<file path="src/epg_pkg.sv">
// epg_pkg: shared types, constants and control store for the epicycle point generator
// no dependencies; imported by epg_mac, epg_seq and epicycle_point_generator_top
package epg_pkg;

   localparam int NUM_ARMS      = 3;
   localparam int ARM_IDX_W     = 2;
   localparam int FRAC_BITS_DEF = 15;

   localparam int VEC_W    = 16;
   localparam int ROT_W    = 32;
   localparam int PROD_W   = 2 * VEC_W;
   localparam int ACC_W    = PROD_W + 1;
   localparam int JOINT2_W = VEC_W + 1;
   localparam int HEAD_W   = VEC_W + 2;

   localparam logic [ARM_IDX_W-1:0] FIRST_ARM = '0;
   localparam logic [ARM_IDX_W-1:0] LAST_ARM  = ARM_IDX_W'(NUM_ARMS - 1);

   // register map
   localparam int CSR_IDX_W = 3;
   localparam logic [CSR_IDX_W-1:0] CSR_ARM0_LENGTH   = 3'd0;
   localparam logic [CSR_IDX_W-1:0] CSR_ARM1_LENGTH   = 3'd1;
   localparam logic [CSR_IDX_W-1:0] CSR_ARM2_LENGTH   = 3'd2;
   localparam logic [CSR_IDX_W-1:0] CSR_ARM0_ROTATION = 3'd3;
   localparam logic [CSR_IDX_W-1:0] CSR_ARM1_ROTATION = 3'd4;
   localparam logic [CSR_IDX_W-1:0] CSR_ARM2_ROTATION = 3'd5;

   localparam logic signed [VEC_W-1:0] ARM0_LENGTH_RST = 16'sd6554;
   localparam logic signed [VEC_W-1:0] ARM1_LENGTH_RST = 16'sd3277;
   localparam logic signed [VEC_W-1:0] ARM2_LENGTH_RST = 16'sd3277;
   localparam logic [ROT_W-1:0] ARM0_ROTATION_RST = 32'd2147025551;
   localparam logic [ROT_W-1:0] ARM1_ROTATION_RST = 32'd2147352904;
   localparam logic [ROT_W-1:0] ARM2_ROTATION_RST = 32'd2146237317;

   typedef enum logic [1:0] {
      MUL_CX,
      MUL_SY,
      MUL_SX,
      MUL_CY
   } mul_sel_type;

   typedef enum logic [1:0] {
      ACC_HOLD,
      ACC_LOAD,
      ACC_ADD,
      ACC_SUB
   } acc_op_type;

   typedef enum logic [1:0] {
      BR_NEXT,
      BR_WAIT_REQ,
      BR_ARM_LOOP,
      BR_WAIT_RSP
   } branch_type;

   typedef struct packed {
      mul_sel_type mul_sel;
      acc_op_type  acc_op;
      logic        latch_x;
      logic        write_arm;
      branch_type  branch;
   } uword_type;

   typedef struct packed {
      logic                 ready;
      logic                 accept;
      logic                 finish;
      mul_sel_type          mul_sel;
      acc_op_type           acc_op;
      logic                 latch_x;
      logic                 write_arm;
      logic [ARM_IDX_W-1:0] arm_i;
      logic [ARM_IDX_W-1:0] arm_j;
   } ctrl_type;

   localparam int UPC_W = 3;
   localparam logic [UPC_W-1:0] UPC_IDLE = 3'd0;
   localparam logic [UPC_W-1:0] UPC_ROT  = 3'd1;
   localparam logic [UPC_W-1:0] UPC_DONE = 3'd7;

   // control store: one rotation of arm j by the angle of arm i takes steps 1..6
   function automatic uword_type ucode_word(input logic [UPC_W-1:0] upc);
      uword_type w;
      w = '{mul_sel: MUL_CX, acc_op: ACC_HOLD, latch_x: 1'b0, write_arm: 1'b0,
            branch: BR_NEXT};
      case (upc)
         3'd0: w.branch = BR_WAIT_REQ;
         3'd1: w.mul_sel = MUL_CX;
         3'd2: begin
            w.mul_sel = MUL_SY;
            w.acc_op  = ACC_LOAD;
         end
         3'd3: begin
            w.mul_sel = MUL_SX;
            w.acc_op  = ACC_SUB;
         end
         3'd4: begin
            w.mul_sel = MUL_CY;
            w.acc_op  = ACC_LOAD;
            w.latch_x = 1'b1;
         end
         3'd5: w.acc_op = ACC_ADD;
         3'd6: begin
            w.write_arm = 1'b1;
            w.branch    = BR_ARM_LOOP;
         end
         3'd7: w.branch = BR_WAIT_RSP;
         default: w.branch = BR_WAIT_REQ;
      endcase
      return w;
   endfunction

endpackage

</file>
<file path="src/epg_mac.sv">
// epg_mac: shared 16x16 multiplier, accumulator and round/saturate for arm rotation
// depends on epg_pkg
module epg_mac
   import epg_pkg::*;
#(
   parameter int FRAC_BITS = FRAC_BITS_DEF
) (
   input  logic                    clock,
   input  ctrl_type                ctrl,
   input  logic signed [VEC_W-1:0] rot_cos,
   input  logic signed [VEC_W-1:0] rot_sin,
   input  logic signed [VEC_W-1:0] vec_x,
   input  logic signed [VEC_W-1:0] vec_y,
   output logic signed [VEC_W-1:0] new_x,
   output logic signed [VEC_W-1:0] new_y
);

   localparam int SUM_W = ACC_W + 1;
   localparam logic signed [SUM_W-1:0] RND_HALF =
      {{(SUM_W-1){1'b0}}, 1'b1} << (FRAC_BITS - 1);
   localparam logic signed [SUM_W-1:0] SAT_HI =
      {{(SUM_W-VEC_W+1){1'b0}}, {(VEC_W-1){1'b1}}};
   localparam logic signed [SUM_W-1:0] SAT_LO =
      {{(SUM_W-VEC_W+1){1'b1}}, {(VEC_W-1){1'b0}}};

   logic signed [VEC_W-1:0]  mul_a;
   logic signed [VEC_W-1:0]  mul_b;
   logic signed [PROD_W-1:0] prod_ff;
   logic signed [ACC_W-1:0]  prod_ext;
   logic signed [ACC_W-1:0]  acc_ff;
   logic signed [ACC_W-1:0]  acc_in;
   logic signed [VEC_W-1:0]  xnew_ff;

   // round to nearest (ties up), floor shift, clamp to 16 bits
   function automatic logic signed [VEC_W-1:0] round_sat(input logic signed [ACC_W-1:0] a);
      logic signed [SUM_W-1:0] sum;
      logic signed [SUM_W-1:0] shifted;
      logic signed [VEC_W-1:0] r;
      sum     = {a[ACC_W-1], a} + RND_HALF;
      shifted = sum >>> FRAC_BITS;
      if (shifted > SAT_HI) begin
         r = SAT_HI[VEC_W-1:0];
      end else if (shifted < SAT_LO) begin
         r = SAT_LO[VEC_W-1:0];
      end else begin
         r = shifted[VEC_W-1:0];
      end
      return r;
   endfunction

   always_comb begin
      mul_a = (ctrl.mul_sel == MUL_CX || ctrl.mul_sel == MUL_CY) ? rot_cos : rot_sin;
      mul_b = (ctrl.mul_sel == MUL_CX || ctrl.mul_sel == MUL_SX) ? vec_x : vec_y;
   end

   assign prod_ext = {prod_ff[PROD_W-1], prod_ff};

   always_comb begin
      case (ctrl.acc_op)
         ACC_LOAD: acc_in = prod_ext;
         ACC_ADD:  acc_in = acc_ff + prod_ext;
         ACC_SUB:  acc_in = acc_ff - prod_ext;
         default:  acc_in = acc_ff;
      endcase
   end

   always_ff @(posedge clock) begin
      prod_ff <= mul_a * mul_b;
      acc_ff  <= acc_in;
      if (ctrl.latch_x) begin
         xnew_ff <= round_sat(acc_ff);
      end
   end

   assign new_x = xnew_ff;
   assign new_y = round_sat(acc_ff);

endmodule

</file>
<file path="src/epg_seq.sv">
// epg_seq: step counter, arm loop counters and branch logic over the control store
// depends on epg_pkg
module epg_seq
   import epg_pkg::*;
(
   input  logic     clock,
   input  logic     reset,
   input  logic     req_valid,
   input  logic     rsp_free,
   output ctrl_type ctrl
);

   logic [UPC_W-1:0]     upc_ff;
   logic [UPC_W-1:0]     upc_in;
   logic [ARM_IDX_W-1:0] arm_i_ff;
   logic [ARM_IDX_W-1:0] arm_i_in;
   logic [ARM_IDX_W-1:0] arm_j_ff;
   logic [ARM_IDX_W-1:0] arm_j_in;
   uword_type            uw;

   always_ff @(posedge clock) begin
      if (reset) begin
         upc_ff   <= UPC_IDLE;
         arm_i_ff <= LAST_ARM;
         arm_j_ff <= LAST_ARM;
      end else begin
         upc_ff   <= upc_in;
         arm_i_ff <= arm_i_in;
         arm_j_ff <= arm_j_in;
      end
   end

   always_comb begin
      uw       = ucode_word(upc_ff);
      upc_in   = upc_ff + UPC_W'(1);
      arm_i_in = arm_i_ff;
      arm_j_in = arm_j_ff;

      ctrl.ready     = 1'b0;
      ctrl.accept    = 1'b0;
      ctrl.finish    = 1'b0;
      ctrl.mul_sel   = uw.mul_sel;
      ctrl.acc_op    = uw.acc_op;
      ctrl.latch_x   = uw.latch_x;
      ctrl.write_arm = uw.write_arm;
      ctrl.arm_i     = arm_i_ff;
      ctrl.arm_j     = arm_j_ff;

      case (uw.branch)
         BR_WAIT_REQ: begin
            ctrl.ready = 1'b1;
            if (req_valid) begin
               ctrl.accept = 1'b1;
               upc_in      = UPC_ROT;
               arm_i_in    = LAST_ARM;
               arm_j_in    = LAST_ARM;
            end else begin
               upc_in = upc_ff;
            end
         end
         BR_ARM_LOOP: begin
            // outer arms first; each arm's angle also turns every arm beyond it
            upc_in = UPC_ROT;
            if (arm_j_ff != LAST_ARM) begin
               arm_j_in = arm_j_ff + ARM_IDX_W'(1);
            end else if (arm_i_ff == FIRST_ARM) begin
               upc_in = UPC_DONE;
            end else begin
               arm_i_in = arm_i_ff - ARM_IDX_W'(1);
               arm_j_in = arm_i_ff - ARM_IDX_W'(1);
            end
         end
         BR_WAIT_RSP: begin
            if (rsp_free) begin
               ctrl.finish = 1'b1;
               upc_in      = UPC_IDLE;
            end else begin
               upc_in = upc_ff;
            end
         end
         default: ;
      endcase
   end

endmodule

</file>
<file path="src/epicycle_point_generator_top.sv">
// epicycle_point_generator_top: config registers, arm vector registers and result register
// depends on epg_pkg, epg_seq, epg_mac
//
//   port group   dir    handshake              payload
//   req_         in     req_valid/req_ready    req_restart
//   rsp_         out    rsp_valid/rsp_ready    joint1, joint2, head (x, y)
//   csr_         in     csr_valid/csr_ready    csr_index, csr_wdata
//
// a request is accepted in the idle step; its result is registered at the finish
// step, after six arm rotations of six steps each on the one shared multiplier.
// the idle step follows, so a new request is taken only once the last is done.
// a result held by rsp_ready low stalls the sequencer only at its finish step.
// reset restores the register defaults and reloads the arms; csr writes take
// effect at once, lengths reach the arms only on a restart.
module epicycle_point_generator_top
   import epg_pkg::*;
#(
   parameter int FRAC_BITS = FRAC_BITS_DEF
) (
   input  logic                       clock,
   input  logic                       reset,
   input  logic                       req_valid,
   output logic                       req_ready,
   input  logic                       req_restart,
   output logic                       rsp_valid,
   input  logic                       rsp_ready,
   output logic signed [VEC_W-1:0]    rsp_joint1_x,
   output logic signed [VEC_W-1:0]    rsp_joint1_y,
   output logic signed [JOINT2_W-1:0] rsp_joint2_x,
   output logic signed [JOINT2_W-1:0] rsp_joint2_y,
   output logic signed [HEAD_W-1:0]   rsp_head_x,
   output logic signed [HEAD_W-1:0]   rsp_head_y,
   input  logic                       csr_valid,
   output logic                       csr_ready,
   input  logic [CSR_IDX_W-1:0]       csr_index,
   input  logic [ROT_W-1:0]           csr_wdata
);

   ctrl_type ctrl;

   logic signed [VEC_W-1:0] arm_len_ff [NUM_ARMS];
   logic [ROT_W-1:0]        arm_rot_ff [NUM_ARMS];
   logic signed [VEC_W-1:0] arm_x_ff   [NUM_ARMS];
   logic signed [VEC_W-1:0] arm_y_ff   [NUM_ARMS];

   logic signed [VEC_W-1:0] new_x;
   logic signed [VEC_W-1:0] new_y;
   logic                    rsp_free;

   logic                       rsp_valid_ff;
   logic signed [VEC_W-1:0]    joint1_x_ff;
   logic signed [VEC_W-1:0]    joint1_y_ff;
   logic signed [JOINT2_W-1:0] joint2_x_ff;
   logic signed [JOINT2_W-1:0] joint2_y_ff;
   logic signed [HEAD_W-1:0]   head_x_ff;
   logic signed [HEAD_W-1:0]   head_y_ff;
   logic signed [JOINT2_W-1:0] joint2_x_in;
   logic signed [JOINT2_W-1:0] joint2_y_in;
   logic signed [HEAD_W-1:0]   head_x_in;
   logic signed [HEAD_W-1:0]   head_y_in;

   assign csr_ready = 1'b1;
   assign rsp_free  = !rsp_valid_ff || rsp_ready;
   assign req_ready = ctrl.ready;

   epg_seq u_seq (
      .clock     (clock),
      .reset     (reset),
      .req_valid (req_valid),
      .rsp_free  (rsp_free),
      .ctrl      (ctrl)
   );

   epg_mac #(
      .FRAC_BITS (FRAC_BITS)
   ) u_mac (
      .clock   (clock),
      .ctrl    (ctrl),
      .rot_cos (arm_rot_ff[ctrl.arm_i][ROT_W-1:VEC_W]),
      .rot_sin (arm_rot_ff[ctrl.arm_i][VEC_W-1:0]),
      .vec_x   (arm_x_ff[ctrl.arm_j]),
      .vec_y   (arm_y_ff[ctrl.arm_j]),
      .new_x   (new_x),
      .new_y   (new_y)
   );

   always_ff @(posedge clock) begin
      if (reset) begin
         arm_len_ff[0] <= ARM0_LENGTH_RST;
         arm_len_ff[1] <= ARM1_LENGTH_RST;
         arm_len_ff[2] <= ARM2_LENGTH_RST;
         arm_rot_ff[0] <= ARM0_ROTATION_RST;
         arm_rot_ff[1] <= ARM1_ROTATION_RST;
         arm_rot_ff[2] <= ARM2_ROTATION_RST;
      end else if (csr_valid) begin
         case (csr_index)
            CSR_ARM0_LENGTH:   arm_len_ff[0] <= csr_wdata[VEC_W-1:0];
            CSR_ARM1_LENGTH:   arm_len_ff[1] <= csr_wdata[VEC_W-1:0];
            CSR_ARM2_LENGTH:   arm_len_ff[2] <= csr_wdata[VEC_W-1:0];
            CSR_ARM0_ROTATION: arm_rot_ff[0] <= csr_wdata;
            CSR_ARM1_ROTATION: arm_rot_ff[1] <= csr_wdata;
            CSR_ARM2_ROTATION: arm_rot_ff[2] <= csr_wdata;
            default: ;
         endcase
      end
   end

   always_ff @(posedge clock) begin
      if (reset) begin
         arm_x_ff[0] <= ARM0_LENGTH_RST;
         arm_x_ff[1] <= ARM1_LENGTH_RST;
         arm_x_ff[2] <= ARM2_LENGTH_RST;
         for (int k = 0; k < NUM_ARMS; k++) begin
            arm_y_ff[k] <= '0;
         end
      end else if (ctrl.accept && req_restart) begin
         for (int k = 0; k < NUM_ARMS; k++) begin
            arm_x_ff[k] <= arm_len_ff[k];
            arm_y_ff[k] <= '0;
         end
      end else if (ctrl.write_arm) begin
         arm_x_ff[ctrl.arm_j] <= new_x;
         arm_y_ff[ctrl.arm_j] <= new_y;
      end
   end

   // joint sums grow one bit per arm and cannot overflow
   always_comb begin
      joint2_x_in = JOINT2_W'(arm_x_ff[0]) + JOINT2_W'(arm_x_ff[1]);
      joint2_y_in = JOINT2_W'(arm_y_ff[0]) + JOINT2_W'(arm_y_ff[1]);
      head_x_in   = HEAD_W'(joint2_x_in) + HEAD_W'(arm_x_ff[2]);
      head_y_in   = HEAD_W'(joint2_y_in) + HEAD_W'(arm_y_ff[2]);
   end

   always_ff @(posedge clock) begin
      if (reset) begin
         rsp_valid_ff <= 1'b0;
      end else if (ctrl.finish) begin
         rsp_valid_ff <= 1'b1;
      end else if (rsp_ready) begin
         rsp_valid_ff <= 1'b0;
      end
   end

   always_ff @(posedge clock) begin
      if (ctrl.finish) begin
         joint1_x_ff <= arm_x_ff[0];
         joint1_y_ff <= arm_y_ff[0];
         joint2_x_ff <= joint2_x_in;
         joint2_y_ff <= joint2_y_in;
         head_x_ff   <= head_x_in;
         head_y_ff   <= head_y_in;
      end
   end

   assign rsp_valid    = rsp_valid_ff;
   assign rsp_joint1_x = joint1_x_ff;
   assign rsp_joint1_y = joint1_y_ff;
   assign rsp_joint2_x = joint2_x_ff;
   assign rsp_joint2_y = joint2_y_ff;
   assign rsp_head_x   = head_x_ff;
   assign rsp_head_y   = head_y_ff;

endmodule
</file>
<file path="config.mk">
export PLATFORM = sky130hd
export DESIGN_NAME = epicycle_point_generator_top
export DESIGN_NICKNAME = d
export VERILOG_FILES = /design/src/epg_pkg.sv /design/src/epg_mac.sv /design/src/epg_seq.sv /design/src/epicycle_point_generator_top.sv
export SDC_FILE = /design/constraint.sdc
export NUM_CORES = 1
export LEC_CHECK = 0
export BUFFER_PORTS_ARGS = -buffer_cell sky130_fd_sc_hd__clkbuf_2
export CAP_MARGIN = 5
export CORE_MARGIN = 1.5
export CORE_UTILIZATION = 25
export CTS_CLUSTER_DIAMETER = 80
export DETAILED_ROUTE_END_ITERATION = 10
export PLACE_DENSITY = 0.45
export SLEW_MARGIN = 40
export SYNTH_ARGS = -nofsm -noshare
export SYNTH_HDL_FRONTEND = slang
export SYNTH_HIERARCHICAL = 1
export SYNTH_SLANG_ARGS = --single-unit
</file>
<file path="constraint.sdc">
create_clock -name clock -period 10.8 [get_ports clock]
set_input_delay 0.54 -clock clock [delete_from_list [all_inputs] [get_ports clock]]
set_output_delay 0.54 -clock clock [all_outputs]
set_load 0.02 [all_outputs]
</file>
==> metrics.cfg <==
[outcome]
outcome = finished, final reports clean

[synthesis]
netlist_area_sq_mm = 0.03328
ys.flop_type = edfxtp_1
postSynthCellCount = 2942
yosysTopAreaCellShare = 0.3817
ys_top_cells_by_area = edfxtp_1 38%, fa_1 16%, ha_1 7.4%
synth_warnings = 6
yosys.area.top_type = edfxtp_1
ys_ff_latch = 463
synth_nets = 3447
async_flop_share = 0
ys_types = 85
syn_area_per_cell_sq_um = 11.31
ys_seq_area_frac = 0.4058
synth_edf_count = 423

[worst_setup_path]
critical_path.max_fanout = 31
required_ns = 11.30
criticalPathCategory = register to register
rr_endpoint = u_mac/prod_ff[30]$_DFF_P_
endpoint_kind = register
slowest_stage = mux2i_1
critPathArrivalTime_ns = 9.55
r2r_cells = 31
timing.rr.start = u_seq/upc_ff[0]$_SDFFE_PP0P_
worst_path_largest_cell_delay_ns = 0.81
r2r_setup_slack_ns = 1.75
critPathLaunchType = register

[timing]
fmax_ghz = 0.1105
period_minus_slack_ns = 9.052
worst_pin_slew_ns = 0.8845
hold_violations = 0
slew_headroom = 0.3935
setup_viol = 0
clock-skew-final_ns = 0.03701
period_share = 0.8382
setup_slack_ns = 1.748
rsz0062_at_grt = no
drv_slew = 0
setup_total_negative_slack_ns = 0

[cts]
cts_resized = 0
cts_hold_buf = 0
clk_pin_slew_ns = 0.06
cts_sinks = 463
clockBufferDepth = 3
insertion_delay_ns = 0.64
tritoncts = done
cts_setup_buffers = 0
htree_levels = 2
cts-root-buf = clkbuf_16
cts_made_buffers = 52

[layout]
areaGrowthSynthToFinish_pct = 14.31
final_common_cell = edfxtp_1
drive_gt1_frac = 0.1252
nNetsFinal = 3592
final_cells = 4886
final_area_sq_mm = 0.03804
layout_common_cells = 423 x edfxtp_1, 374 x inv_1, 267 x fa_1

[grt]
overflow = 0
grt_usage = 0.1428
grt_max_degree = 58
grt_pass1_vias = 23610
grt_pass1_wl_mm = 147.5
antenna_found_initial = 5

[drt]
drt.antenna.violating_nets = 0
firstDrtPassIters = 5
wl_per_cell_um = 19.65
wl_mm = 95.99
dr_wl_met3_mm = 3.621
wl_met1_mm = 42.22
via_count = 22320
remaining_drc_errors = 0
dr_wl_met2_mm = 48.40
drtIter0Drc = 1444
route.top_layer_used = met4
vias_per_cell = 4.567

[placed_design]
dp_cells = 4788
dpl_cell_area_sq_mm = 0.03626
gp_congestion = 0.8711
place_ws_ns = 1.755
hpwl_mm = 74.44
portBuffers = 144

[flow_run]
cap_violations = 0

[floorplan]
num_io_pins = 146
die_y_um = 367.8
row_count = 133
die_x_um = 367.8
start_util = 0.2525
dieArea_sq_mm = 0.1353
core_area_sq_mm = 0.1318

[hold_path]
holdPathEnd = arm_rot_ff[0][16]$_SDFFCE_PP1P_
min_path_type = primary input to register
min_from = csr_wdata[16]
min_path_cells = 2

-- state kept, by name, indices dropped and copies added (netlist names), 17 cells and up --
| name | count |
|---|---|
| arm_len_ff | 48 |
| arm_rot_ff | 96 |
| arm_x_ff | 64 |
| arm_y_ff | 64 |
| rsp_head_x | 18 |
| rsp_head_y | 18 |
| rsp_joint2_x | 17 |
| rsp_joint2_y | 17 |
| u_mac/acc_ff | 33 |
| u_mac/prod_ff | 32 |
-- logic make-up after synthesis --
| group | count (synthesis) | share of synthesized area |
|---|---|---|
| and+or+nand+nor | 743 | 0.1065 |
| AOI/OAI and AO/OA | 498 | 0.09911 |
| buffers and inverters | 466 | 0.05290 |
| adders and majority gates | 464 | 0.2347 |
| DFF | 463 | 0.4058 |
| xor gates and xnor gates | 156 | 0.04128 |
| muxes | 151 | 0.05963 |
| other | 1 | 0.0001127 |
-- critical path, delay by kind of cell, from the launching register on --
| family | cells | cell delay, ns |
|---|---|---|
| adders and majority gates | 9 | 3.99 |
| and+or+nand+nor | 6 | 0.81 |
| muxes | 1 | 0.81 |
| buffers and inverters | 9 | 1.50 |
| DFF | 1 | 0.33 |
| AOI/OAI and AO/OA | 6 | 1.45 |
-- area by class of cell --
class	count	area, sq um
diodes	1	2.502
clock buffers	69	1416
clock inverters	28	352.8
fillers	13700	93760
inverters	375	1408
multi-input cells	2013	18140
flip-flops and latches	463	13510
well taps	1755	2196
repair buffers	182	1010
-- per-stage QoR --
stage / hold WS (ns) / util
2_1_floorplan: 0.4494 / -
3_3_place_gp: 0.4741 / 0.2746
3_5_place_dp: 0.4738 / 0.2751
4_1_cts: 0.1685 / 0.2885
5_1_grt: 0.1941 / 0.2886
6_report: 0.2014 / 0.2886
-- cells in the mapped netlist, types with 5 or more instances --
| cell | count |
|---|---|
| o22a_1 | 22 |
| a21oi_1 | 116 |
| and3_1 | 49 |
| a21o_1 | 45 |
| nand2b_1 | 44 |
| inv_1 | 374 |
| o21bai_1 | 11 |
| and2_1 | 65 |
| a22o_1 | 27 |
| a211o_1 | 6 |
| o211ai_1 | 11 |
| nand3_1 | 26 |
| o21ai_1 | 5 |
| nor3_1 | 22 |
| xnor2_1 | 101 |
| mux4_2 | 32 |
| clkbuf_1 | 78 |
| fa_1 | 267 |
| o21ai_0 | 125 |
| nor2_1 | 211 |
| or3_1 | 35 |
| buf_1 | 6 |
| edfxtp_1 | 423 |
| ha_1 | 197 |
| a21boi_0 | 7 |
| nor2b_1 | 15 |
| nand4_1 | 11 |
| a31oi_1 | 24 |
| nand2_1 | 234 |
| mux2_2 | 53 |
| o41ai_1 | 5 |
| mux2i_1 | 64 |
| a211oi_1 | 17 |
| a311oi_1 | 5 |
| o21a_1 | 23 |
| o31ai_1 | 12 |
| dfxtp_1 | 40 |
| xor2_1 | 54 |
-- routing by layer --
metal	global-route usage	up-vias
met5	0	-
met1	0.1832	11280
met4	0.03071	0
met3	0.01792	99
met2	0.2547	453
li1	-	10480
-- worst max path at each step --
stage | from | end | cells after the start
after floorplan | u_seq/upc_ff[0]$_SDFFE_PP0P_ | u_mac/prod_ff[30]$_DFF_P_ | 32
after global placement | u_seq/upc_ff[0]$_SDFFE_PP0P_ | u_mac/prod_ff[30]$_DFF_P_ | 31
after detailed placement | u_seq/upc_ff[0]$_SDFFE_PP0P_ | u_mac/prod_ff[30]$_DFF_P_ | 29
after CTS | u_seq/upc_ff[0]$_SDFFE_PP0P_ | u_mac/prod_ff[30]$_DFF_P_ | 29
after global routing | u_seq/upc_ff[0]$_SDFFE_PP0P_ | u_mac/prod_ff[30]$_DFF_P_ | 29
final | u_seq/upc_ff[0]$_SDFFE_PP0P_ | u_mac/prod_ff[30]$_DFF_P_ | 31
Power is left out: the tool's default activity adds up to more than one toggle a clock period on the data nets, which glitch-free logic cannot reach.
